===== src/rtl/masi_pkg.sv =====
// Shared types and constants of the multi-axis step interpolator.
// No dependencies; every rtl module imports this package.
package masi_pkg;

	localparam int AXES      = 6;
	localparam int POS_BITS  = 24;
	localparam int MAG_BITS  = POS_BITS + 1;
	localparam int HALF_BITS = 16;
	localparam int TICK_BITS = HALF_BITS + 1;

	localparam logic [HALF_BITS-1:0] HALF_PERIOD_RESET = HALF_BITS'(100);

	// item opcodes
	localparam logic OP_TICK = 1'b0;
	localparam logic OP_LOAD = 1'b1;

	// register map
	localparam int                PADDR_BITS         = 3;
	localparam logic [PADDR_BITS-1:0] REG_HALF_PERIOD_ADDR = '0;

	typedef struct packed {
		logic                             is_load;
		logic [AXES-1:0][POS_BITS-1:0]    goal;
	} item_t;

	typedef struct packed {
		logic [AXES-1:0] step_lines;
		logic [AXES-1:0] dir_lines;
		logic            busy_res;
		logic            arrived;
		logic            load_rejected;
	} result_t;

endpackage


===== src/rtl/masi_front.sv =====
// Front end: takes input transfers, decodes the opcode and packs the goals.
// Depends on masi_pkg.
module masi_front (
	input  logic                          clk,
	input  logic                          arst_n,
	input  logic                          in_valid,
	output logic                          in_stall,
	input  logic                          opcode,
	input  logic signed [masi_pkg::POS_BITS-1:0] goal_a0,
	input  logic signed [masi_pkg::POS_BITS-1:0] goal_a1,
	input  logic signed [masi_pkg::POS_BITS-1:0] goal_a2,
	input  logic signed [masi_pkg::POS_BITS-1:0] goal_a3,
	input  logic signed [masi_pkg::POS_BITS-1:0] goal_a4,
	input  logic signed [masi_pkg::POS_BITS-1:0] goal_a5,
	output logic                          push_valid,
	input  logic                          push_full,
	output masi_pkg::item_t               push_item
);
	import masi_pkg::*;

	logic                 valid_s1;
	item_t                item_s1;
	item_t                item_d;
	logic [POS_BITS-1:0]  goal_port [6];
	logic                 take;

	assign goal_port[0] = goal_a0;
	assign goal_port[1] = goal_a1;
	assign goal_port[2] = goal_a2;
	assign goal_port[3] = goal_a3;
	assign goal_port[4] = goal_a4;
	assign goal_port[5] = goal_a5;

	// decode: a tick carries no goals, so clear them
	always_comb begin
		item_d.is_load = (opcode == OP_LOAD);
		for (int k = 0; k < AXES; k++) begin
			item_d.goal[k] = (opcode == OP_LOAD) ? goal_port[k] : '0;
		end
	end

	assign in_stall   = valid_s1 & push_full;
	assign take       = in_valid & ~in_stall;
	assign push_valid = valid_s1;
	assign push_item  = item_s1;

	always_ff @(posedge clk or negedge arst_n) begin
		if (!arst_n) begin
			valid_s1 <= 1'b0;
		end else if (take) begin
			valid_s1 <= 1'b1;
		end else if (!push_full) begin
			valid_s1 <= 1'b0;
		end
	end

	always_ff @(posedge clk) begin
		if (take) begin
			item_s1 <= item_d;
		end
	end

endmodule


===== src/rtl/masi_queue.sv =====
// Two-entry queue between front end and stepping engine.
// Depends on masi_pkg.
module masi_queue (
	input  logic            clk,
	input  logic            arst_n,
	input  logic            wr_valid,
	output logic            full,
	input  masi_pkg::item_t wr_item,
	output logic            rd_valid,
	input  logic            rd_en,
	output masi_pkg::item_t rd_item
);
	import masi_pkg::*;

	localparam int DEPTH = 2;

	item_t                     mem [DEPTH];
	logic [$clog2(DEPTH)-1:0]  wr_ptr_q;
	logic [$clog2(DEPTH)-1:0]  rd_ptr_q;
	logic [$clog2(DEPTH+1)-1:0] count_q;
	logic                      push;
	logic                      pop;

	assign full     = (count_q == ($clog2(DEPTH+1))'(DEPTH));
	assign rd_valid = (count_q != '0);
	assign push     = wr_valid & ~full;
	assign pop      = rd_en & rd_valid;
	assign rd_item  = mem[rd_ptr_q];

	always_ff @(posedge clk or negedge arst_n) begin
		if (!arst_n) begin
			wr_ptr_q <= '0;
			rd_ptr_q <= '0;
			count_q  <= '0;
		end else begin
			if (push) wr_ptr_q <= wr_ptr_q + 1'b1;
			if (pop)  rd_ptr_q <= rd_ptr_q + 1'b1;
			case ({push, pop})
				2'b10:   count_q <= count_q + 1'b1;
				2'b01:   count_q <= count_q - 1'b1;
				default: count_q <= count_q;
			endcase
		end
	end

	always_ff @(posedge clk) begin
		if (push) begin
			mem[wr_ptr_q] <= wr_item;
		end
	end

endmodule


===== src/rtl/masi_back.sv =====
// Stepping engine: runs loads and ticks, keeps axis state, drives results.
// Depends on masi_pkg.
module masi_back (
	input  logic                              clk,
	input  logic                              arst_n,
	input  logic [masi_pkg::HALF_BITS-1:0]    half_period,
	input  logic                              q_valid,
	output logic                              q_pop,
	input  masi_pkg::item_t                   q_item,
	output logic                              out_valid,
	input  logic                              out_stall,
	output masi_pkg::result_t                 res
);
	import masi_pkg::*;

	logic signed [POS_BITS-1:0] pos_q   [AXES];
	logic signed [POS_BITS-1:0] goal_q  [AXES];
	logic [MAG_BITS-1:0]        mag_q   [AXES];
	logic [MAG_BITS-1:0]        acc_q   [AXES];
	logic [AXES-1:0]            dir_q;
	logic [MAG_BITS-1:0]        major_q;
	logic [MAG_BITS-1:0]        idx_q;
	logic [TICK_BITS-1:0]       tick_q;
	logic                       moving_q;

	logic signed [POS_BITS-1:0] pos_n   [AXES];
	logic signed [POS_BITS-1:0] goal_n  [AXES];
	logic [MAG_BITS-1:0]        mag_n   [AXES];
	logic [MAG_BITS-1:0]        acc_n   [AXES];
	logic [AXES-1:0]            dir_n;
	logic [MAG_BITS-1:0]        major_n;
	logic [MAG_BITS-1:0]        idx_n;
	logic [TICK_BITS-1:0]       tick_n;
	logic                       moving_n;

	logic signed [MAG_BITS-1:0] delta_w [AXES];
	logic [MAG_BITS-1:0]        absd_w  [AXES];
	logic [MAG_BITS:0]          sum_w   [AXES];
	logic [AXES-1:0]            hit_w;
	logic [MAG_BITS-1:0]        max_w;
	logic [MAG_BITS-1:0]        idx_inc;
	logic [HALF_BITS-1:0]       half;
	logic [TICK_BITS-1:0]       last_tick;
	logic [AXES-1:0]            steps;
	logic                       rejected;
	logic                       at_goal;

	assign half      = (half_period == '0) ? HALF_BITS'(1) : half_period;
	assign last_tick = {half, 1'b0} - TICK_BITS'(1);
	assign idx_inc   = idx_q + MAG_BITS'(1);
	assign q_pop     = q_valid & (~out_valid | ~out_stall);

	// per-axis delta on load, accumulator test on tick
	always_comb begin
		for (int k = 0; k < AXES; k++) begin
			delta_w[k] = MAG_BITS'(signed'(q_item.goal[k])) - MAG_BITS'(pos_q[k]);
			absd_w[k]  = delta_w[k][MAG_BITS-1] ? MAG_BITS'(-delta_w[k])
			                                    : MAG_BITS'(delta_w[k]);
			sum_w[k]   = {1'b0, acc_q[k]} + {1'b0, mag_q[k]};
			hit_w[k]   = (sum_w[k] >= {1'b0, major_q});
		end
	end

	// running maximum of the load magnitudes
	always_comb begin
		max_w = '0;
		for (int k = 0; k < AXES; k++) begin
			if (absd_w[k] > max_w) max_w = absd_w[k];
		end
	end

	always_comb begin
		pos_n    = pos_q;
		goal_n   = goal_q;
		mag_n    = mag_q;
		acc_n    = acc_q;
		dir_n    = dir_q;
		major_n  = major_q;
		idx_n    = idx_q;
		tick_n   = tick_q;
		moving_n = moving_q;
		steps    = '0;
		rejected = 1'b0;
		if (q_item.is_load) begin
			if (moving_q) begin
				rejected = 1'b1;
			end else begin
				for (int k = 0; k < AXES; k++) begin
					goal_n[k] = q_item.goal[k];
					dir_n[k]  = ~delta_w[k][MAG_BITS-1] & (delta_w[k] != '0);
					mag_n[k]  = absd_w[k];
					acc_n[k]  = '0;
				end
				major_n  = max_w;
				idx_n    = '0;
				tick_n   = '0;
				moving_n = (max_w != '0);
			end
		end else if (moving_q) begin
			if (tick_q < {1'b0, half}) steps = hit_w;
			if (tick_q >= last_tick) begin
				// end of the interpolation step: commit accumulators and positions
				for (int k = 0; k < AXES; k++) begin
					if (hit_w[k]) begin
						acc_n[k] = MAG_BITS'(sum_w[k] - {1'b0, major_q});
						pos_n[k] = dir_q[k] ? pos_q[k] + POS_BITS'(1)
						                    : pos_q[k] - POS_BITS'(1);
					end else begin
						acc_n[k] = MAG_BITS'(sum_w[k]);
					end
				end
				idx_n  = idx_inc;
				tick_n = '0;
				if (idx_inc >= major_q) moving_n = 1'b0;
			end else begin
				tick_n = tick_q + TICK_BITS'(1);
			end
		end
	end

	always_comb begin
		at_goal = 1'b1;
		for (int k = 0; k < AXES; k++) begin
			if (pos_n[k] != goal_n[k]) at_goal = 1'b0;
		end
	end

	always_ff @(posedge clk or negedge arst_n) begin
		if (!arst_n) begin
			for (int k = 0; k < AXES; k++) begin
				pos_q[k]  <= '0;
				goal_q[k] <= '0;
				mag_q[k]  <= '0;
				acc_q[k]  <= '0;
			end
			dir_q     <= '0;
			major_q   <= '0;
			idx_q     <= '0;
			tick_q    <= '0;
			moving_q  <= 1'b0;
			out_valid <= 1'b0;
		end else begin
			if (q_pop) begin
				pos_q    <= pos_n;
				goal_q   <= goal_n;
				mag_q    <= mag_n;
				acc_q    <= acc_n;
				dir_q    <= dir_n;
				major_q  <= major_n;
				idx_q    <= idx_n;
				tick_q   <= tick_n;
				moving_q <= moving_n;
			end
			if (q_pop) begin
				out_valid <= 1'b1;
			end else if (!out_stall) begin
				out_valid <= 1'b0;
			end
		end
	end

	always_ff @(posedge clk) begin
		if (q_pop) begin
			res.step_lines    <= steps;
			res.dir_lines     <= dir_n;
			res.busy_res      <= moving_n;
			res.arrived       <= at_goal;
			res.load_rejected <= rejected;
		end
	end

endmodule


===== src/rtl/multi_axis_step_interpolator.sv =====
// Multi-axis straight-line step interpolator, top level.
// Path: an input transfer passes the front-end register, the queue and the output register.
// Throughput: one transfer per cycle while the output is not stalled, set by the stepping engine.
// Reset: positions, goals and move state clear to zero and idle,
// half period returns to 100; no clearing pass, ready at once.
module multi_axis_step_interpolator (
	input  logic                                 clk,
	input  logic                                 arst_n,
	// configuration port
	input  logic                                 psel,
	input  logic                                 penable,
	input  logic                                 pwrite,
	input  logic [masi_pkg::PADDR_BITS-1:0]      paddr,
	input  logic [31:0]                          pwdata,
	output logic [31:0]                          prdata,
	output logic                                 pready,
	// input channel
	input  logic                                 in_valid,
	output logic                                 in_stall,
	input  logic                                 opcode,
	input  logic signed [masi_pkg::POS_BITS-1:0] goal_a0,
	input  logic signed [masi_pkg::POS_BITS-1:0] goal_a1,
	input  logic signed [masi_pkg::POS_BITS-1:0] goal_a2,
	input  logic signed [masi_pkg::POS_BITS-1:0] goal_a3,
	input  logic signed [masi_pkg::POS_BITS-1:0] goal_a4,
	input  logic signed [masi_pkg::POS_BITS-1:0] goal_a5,
	// result channel
	output logic                                 out_valid,
	input  logic                                 out_stall,
	output logic [masi_pkg::AXES-1:0]            step_lines,
	output logic [masi_pkg::AXES-1:0]            dir_lines,
	output logic                                 busy_res,
	output logic                                 arrived,
	output logic                                 load_rejected
);
	import masi_pkg::*;

	logic [HALF_BITS-1:0] half_period_q;
	logic                 push_valid;
	logic                 push_full;
	item_t                push_item;
	logic                 q_valid;
	logic                 q_pop;
	item_t                q_item;
	result_t              res;

	// Configuration: the half period register accepts a write transfer
	// in the access phase; reads return it zero-extended.
	assign pready = 1'b1;

	always_ff @(posedge clk or negedge arst_n) begin
		if (!arst_n) begin
			half_period_q <= HALF_PERIOD_RESET;
		end else if (psel && penable && pwrite && pready
		             && paddr == REG_HALF_PERIOD_ADDR) begin
			half_period_q <= pwdata[HALF_BITS-1:0];
		end
	end

	always_comb begin
		prdata = '0;
		if (paddr == REG_HALF_PERIOD_ADDR) prdata = 32'(half_period_q);
	end

	// Front end: register the incoming transfer and tag loads vs ticks.
	masi_front u_front (
		.clk        (clk),
		.arst_n     (arst_n),
		.in_valid   (in_valid),
		.in_stall   (in_stall),
		.opcode     (opcode),
		.goal_a0    (goal_a0),
		.goal_a1    (goal_a1),
		.goal_a2    (goal_a2),
		.goal_a3    (goal_a3),
		.goal_a4    (goal_a4),
		.goal_a5    (goal_a5),
		.push_valid (push_valid),
		.push_full  (push_full),
		.push_item  (push_item)
	);

	// Queue: decouples the front end from output back-pressure.
	masi_queue u_queue (
		.clk      (clk),
		.arst_n   (arst_n),
		.wr_valid (push_valid),
		.full     (push_full),
		.wr_item  (push_item),
		.rd_valid (q_valid),
		.rd_en    (q_pop),
		.rd_item  (q_item)
	);

	// Back end: one item per cycle into the stepping state while the output is not stalled, result
	// held in an output register until the consumer takes it.
	masi_back u_back (
		.clk         (clk),
		.arst_n      (arst_n),
		.half_period (half_period_q),
		.q_valid     (q_valid),
		.q_pop       (q_pop),
		.q_item      (q_item),
		.out_valid   (out_valid),
		.out_stall   (out_stall),
		.res         (res)
	);

	assign step_lines    = res.step_lines;
	assign dir_lines     = res.dir_lines;
	assign busy_res      = res.busy_res;
	assign arrived       = res.arrived;
	assign load_rejected = res.load_rejected;

endmodule

===== config.mk =====
export PLATFORM = sky130hd
export DESIGN_NAME = multi_axis_step_interpolator
export DESIGN_NICKNAME = d
export VERILOG_FILES = /design/src/rtl/masi_pkg.sv /design/src/rtl/masi_front.sv /design/src/rtl/masi_queue.sv /design/src/rtl/masi_back.sv /design/src/rtl/multi_axis_step_interpolator.sv
export SDC_FILE = /design/constraint.sdc
export NUM_CORES = 2
export LEC_CHECK = 0
export BUFFER_PORTS_ARGS = -buffer_cell sky130_fd_sc_hd__buf_2
export CAP_MARGIN = 10
export CORE_ASPECT_RATIO = 1.25
export CORE_MARGIN = 2
export CORE_UTILIZATION = 30
export DETAILED_ROUTE_END_ITERATION = 10
export HOLD_SLACK_MARGIN = 0.05
export MAX_ROUTING_LAYER = met4
export SLEW_MARGIN = 20
export SYNTH_ARGS = -nofsm -noshare
export SYNTH_HDL_FRONTEND = slang
export SYNTH_SLANG_ARGS = --single-unit

===== constraint.sdc =====
create_clock -name clk -period 25.9 [get_ports clk]
set_input_delay 5.18 -clock clk [delete_from_list [all_inputs] [get_ports clk]]
set_output_delay 5.18 -clock clk [all_outputs]
set_load 0.05 [all_outputs]

After elaboration in Yosys (flattened, before gate mapping)
Memory sizes are Yosys's and may differ from the RTL's. Cells that the tools add are included.

Muxes and demuxes: 65. Add/sub/neg operators: 43. Bitwise operators: 24. Reduce and logical (&&, ||, !) cells: 21. Order comparisons: 15. Equality and inequality tests: 12.

Operator list (number): 144-bit two-way mux (5); 150-bit two-way mux (4); 25-bit two-way mux (22); 24-bit two-way mux (12); 25-bit nonzero test (7); 25-bit by 25-bit adder with 26-bit output (6); 26-bit by 25-bit greater-or-equal comparator with 1-bit output (6); 25-bit negation (6); 24-bit by 24-bit subtractor with 25-bit output (6); 25-bit subtractor (6); 24-bit by 2-bit adder with 24-bit output (second input constant) (6); 24-bit != test (6); 24-bit by 2-bit subtractor with 24-bit output (second input constant) (6); 25-bit > comparator (5); 17-bit two-way mux (4); 16-bit two-way mux (2); 25-bit by 1-bit adder with 25-bit output (second input constant) (1); 25-bit greater-or-equal comparator (1); 25-bit by 1-bit > comparator with 1-bit output (second input constant) (1); 17-bit by 1-bit adder with 17-bit output (second input constant) (1); 17-bit greater-or-equal comparator (1); 17-bit by 16-bit < comparator with 1-bit output (1); 17-bit by 1-bit subtractor with 17-bit output (second input constant) (1); 16-bit logical NOT (1); other kinds (20) (63).

Register bits: 844. Output and inout bits: 50. RAM bits: 290. Memories: 1. Logic and storage cells: 228.

Memory list: u_queue.mem (depth 2, bits a word 145, read ports 1, clocked after memory_dff 0, write ports 1, RTL line masi_queue.sv:17) `item_t mem [DEPTH];`.

Longest topological paths before layout
An unclocked memory read counts as a cell.

Word-level depth: 19. Mapped depth: 85. Depth with buffers taken out: 71.

Cells and area by module
A second synthesis with hierarchy kept.

Cells, all modules: 9649. Area, all modules: 86895.8 um2.

By module, submodules not included: masi_back (instances 1, cells each 8800, area each 69862.0 um2, seq. area each 17041.3 um2); masi_queue (instances 1, cells each 469, area each 10742.8 um2, seq. area each 8808.4 um2); masi_front (instances 1, cells each 308, area each 5420.2 um2, seq. area each 4379.2 um2); multi_axis_step_interpolator (instances 1, cells each 72, area each 870.8 um2, seq. area each 404.1 um2).

Worst setup path before layout
Ideal clock, no wire load.

Path type: flip-flop to flip-flop. From: register u_queue.rd_ptr_q. To: register u_back.moving_q. Path slack: 7298 ps. Setup time: 125 ps. Stages on the path, launching flop included: 79. Arrival: 18477 ps. Buffers on the path: 17. Clock period less this slack: 18602 ps. Cells stage by stage: dfrtp_1 -> buf_2 -> buf_2 -> buf_1 -> buf_1 -> buf_2 -> buf_1 -> mux2i_1 -> inv_1 -> fa_1 -> a211oi_2 -> o21ai_0 -> a311o_1 -> a31oi_1 -> xor2_1 -> nand3_1 -> or3_1 -> nor4_1 -> (+43 left out) -> clkbuf_1 -> a21boi_0 -> ha_1 -> a21o_1 -> a21o_1 -> a21oi_1 -> o22ai_1 -> a211oi_1 -> nand2_1 -> nand2_1 -> nand2_1 -> nor2_1 -> a32oi_1 -> or4_1 -> or4_1 -> a311oi_1 -> a41oi_1 -> mux2_2.

RTL lines: start, declared (RTL line masi_queue.sv:19) `logic [$clog2(DEPTH)-1:0] rd_ptr_q;`; start signal, assigned (RTL line masi_queue.sv:37) `if (pop) rd_ptr_q <= rd_ptr_q + 1'b1;`; end signal, assigned (RTL line masi_back.sv:152) `moving_q <= moving_n;`; end, declared (RTL line masi_back.sv:24) `logic moving_q;`.

==> summary.txt <==
Run status
  – Status: complete, no violations

Global route
  – M1 GR Usage: around a quarter
  – Met2 usage: about 30%
  – Largest net degree at the start of global routing: between 100 and 150
  – GRT Total Usage: 19.0%
  – Vias in the first global route: 67700
  – Initial antenna violation count: 8
  – First-pass GRT wire length: ~420 mm
  – Total congestion overflow: 0
  – Grt peak-use layer: met2
  – GR Layer Usage met3: roughly 1.8%

Cells and area
  – Fraction of layout cells with a size suffix above 1: around 7.3%
  – Area Growth Syn to Fin: 12.0%
  – Finished Core Util: between 30% and 40%
  – Nets: 11000
  – Final cell count without fillers: approximately 14000

Synth
  – Fraction of registers with async set/reset: around three fifths
  – Top_reg_cell synth: dfrtp_1
  – Area fraction of the dominant cell type after synthesis: around a fifth
  – Area leader, netlist: dfrtp_1
  – Seq/Total Area, Yosys: 35.7%
  – Post-synth EDFFs: between 400 and 500
  – Cell variety after synth: 100
  – Synth Cell Area: 85900 µm²
  – Warnings, synthesis: 0
  – Ranking of synthesized cells by area: dfrtp_1, edfxtp_1, ha_1, nand2_1, xnor2_1
  – #FFs+latches synth: 1134
  – Syn Inst Count: between 9000 and 10000
  – Synth Area per Inst: ~8.7 µm²

Timing
  – Max Slew Vio Count: 0
  – Worst-Margin Slew: between 1 and 1.5 ns
  – Fmax: 0.0445 GHz
  – Setup TNS: 0 ns
  – Final Hold Viols: 0
  – Setup-failing EPs final: 0
  – Slew HR: 17.9%
  – Setup Skew: approximately 0.07 ns
  – Fin crit period: about 22 ns
  – RSZ-0062 raised after global routing: false
  – Tcrit/Tclk final: 86.8%

Worst setup path
  – Crit Path Category: flip-flop to flip-flop
  – Reg2Reg Depth: 72
  – Worst path slowest cell: a221oi_1
  – Max incr delay on CP: about 1.1 ns
  – Most common cell on crit path: nand2_1
  – CP Launch Type: flip-flop
  – CP max FO: 34
  – Arrival @ worst endpoint: around 23 ns
  – CP required: 26.58 ns
  – Critical path endpoint category: flip-flop

Route
  – Routed Antenna Nets: 0
  – Initial drt markers: around 5500
  – Drt total wl: around 280 mm
  – DRT Pass-1 Iters: 6
  – Routed len/inst: about 20 µm
  – Via Count: 71800
  – Vias/cell: approximately 5.2
  – DRC viols: 0

Place
  – Post-DP HPWL: approximately 210 mm
  – Post-Place Cells: roughly 14000
  – GP Congestion: about 0.98
  – Port buffer count: ~200

Clocking
  – CTS tree: done
  – CTS clk-pin slew, worst paths: 0.06 ns
  – Cells resized by post-CTS repair: 0
  – Clk sinks: around 1100
  – Clock tree buffer depth: 4
  – Htree depth: 4
  – Hold_buf cts: 0
  – Clk_lat worst skew: ~0.83 ns
  – Clock root buffer: clkbuf_16
  – Clock buffer count from CTS: 139
  – Post-CTS Setup Bufs: 0

Die
  – Die footprint: roughly 290000 µm²
  – Die height: roughly 600 µm
  – Row count: about 220
  – Initial Util: just over 30%
  – Die width: 483 µm
  – Core Region: around 280000 µm²
  – Ports: between 200 and 250

Job
  – Max-cap violation count: 0

Min path
  – HP Class: flip-flop to flip-flop
  – Hold Path Stages: 0
-- Yosys cell counts (all sizes together) (18+ instances only) --
| cell | number |
|---|---|
| o211ai | 65 |
| o31ai | 65 |
| o21bai | 50 |
| inv | 566 |
| a2111oi | 34 |
| nor2 | 698 |
| a21oi | 747 |
| clkbuf | 279 |
| a21o | 230 |
| o22ai | 27 |
| o31a | 35 |
| a211o | 29 |
| a31o | 19 |
| mux2i | 226 |
| o21ai | 922 |
| buf | 81 |
| nand2 | 1246 |
| mux2 | 55 |
| and2 | 216 |
| xnor2 | 534 |
| nand2b | 97 |
| or4 | 21 |
| o2111ai | 37 |
| fa | 24 |
| dfrtp | 681 |
| a21boi | 29 |
| nor3b | 21 |
| nand3 | 145 |
| nand3b | 18 |
| ha | 769 |
| a31oi | 87 |
| nand4 | 102 |
| nor2b | 99 |
| a211oi | 69 |
| nor4 | 61 |
| and3 | 64 |
| nor3 | 165 |
| or3 | 58 |
| a22oi | 18 |
| edfxtp | 450 |
| a221oi | 28 |
| o21a | 138 |
| xor2 | 253 |
| or2 | 45 |
-- worst paths after layout --
check                                                     from                              to  slack [ns]
max reg2reg                       u_queue.rd_ptr_q$_DFFE_PN0P_     u_back.moving_q$_DFFE_PN0P_        3.43
min                        u_front.push_item[61]$_SDFFCE_PN0P_    u_queue.mem[1][61]$_DFFE_PP_        0.43
min in group asynchronous                               arst_n  u_back.goal_q[133]$_DFFE_PN0P_        4.28
min reg2reg                u_front.push_item[61]$_SDFFCE_PN0P_    u_queue.mem[1][61]$_DFFE_PP_        0.43
max in group asynchronous                               arst_n     u_back.acc_q[7]$_DFFE_PN0P_       18.16
max                               u_queue.rd_ptr_q$_DFFE_PN0P_     u_back.moving_q$_DFFE_PN0P_        3.43
-- cell families (layout without fill, tap and decap cells) --
group / after synthesis / count (layout) / share of synthesized area [%]
and+or+nand+nor: 3097 / 3097 / 16.7
AOI/OAI and AO/OA: 2820 / 2820 / 20.4
muxes: 281 / 281 / 3.35
adders and majority gates: 793 / 793 / 11.8
buffers and inverters: 926 / 1152 / 4.15
DFF: 1134 / 1134 / 35.7
other: 2 / 23 / 0.00874
xor gates and xnor gates: 787 / 787 / 8.03
-- critical path, delay by kind of cell, from the launching register on --
family	cells	cell delay, ns
compound gates	28	7.92
xor+xnor	1	0.63
fa+ha+maj	6	1.96
buf+inv	8	2.12
flops	1	0.84
mux	2	0.87
simple gates	27	7.86
-- cell type report --
type                       instances  area, µm²
antenna                            6       15.0
clock inverter                    79        960
clock buffer                     164       3660
multi-input combinational       7795      52000
tap                             3757       4700
inverter                         566       2120
sequential                      1134      30600
fill                           29500     188000
timing repair buffer             343       2120
-- per-stage QoR --
stage	hold slack, ns	setup slack (ns)	instance area (µm²)
6_report	0.435	3.43	96200
5_1_grt	0.452	2.21	96200
4_1_cts	0.440	3.67	96200
3_5_place_dp	0.430	3.79	91600
3_3_place_gp	0.423	3.80	91500
2_1_floorplan	0.421	7.30	86000
-- per-layer routing --
metal	share of wire (%)	up-vias
li1	-	35500
met1	45	33900
met2	45	1852
met3	4.4	477
met4	5.7	0
met5	0	-
-- cell usage in the layout (no fill, tap or decap), types with 140 or more instances in the layout --
cell       instances
ha_1             769
xor2_1           252
a21o_1           230
xnor2_1          533
clkbuf_16        140
nand2_1         1242
nand3_1          145
nor3_1           162
dfrtp_1          680
buf_2            201
inv_1            565
a21oi_1          743
mux2i_1          226
edfxtp_1         450
and2_1           215
nor2_1           690
o21ai_0          913
-- state kept, by name, summed over array words and instances (netlist names) --
| register | flops |
|---|---|
| u_queue.wr_ptr_q | 1 |
| u_back.moving_q | 1 |
| u_back.mag_q | 150 |
| u_back.goal_q | 144 |
| u_back.major_q | 25 |
| u_front.push_valid | 1 |
| u_back.dir_q | 6 |
| u_queue.mem | 290 |
| u_queue.count_q | 2 |
| half_period_q | 16 |
| u_back.pos_q | 144 |
| u_back.acc_q | 150 |
| u_back.tick_q | 17 |
| u_back.res | 15 |
| u_back.idx_q | 25 |
| u_front.push_item | 145 |
| u_queue.rd_ptr_q | 1 |
| u_back.out_valid | 1 |
Power is not shown: default switching activity piles up to over one toggle a cycle in this logic, so the estimate is an artifact.
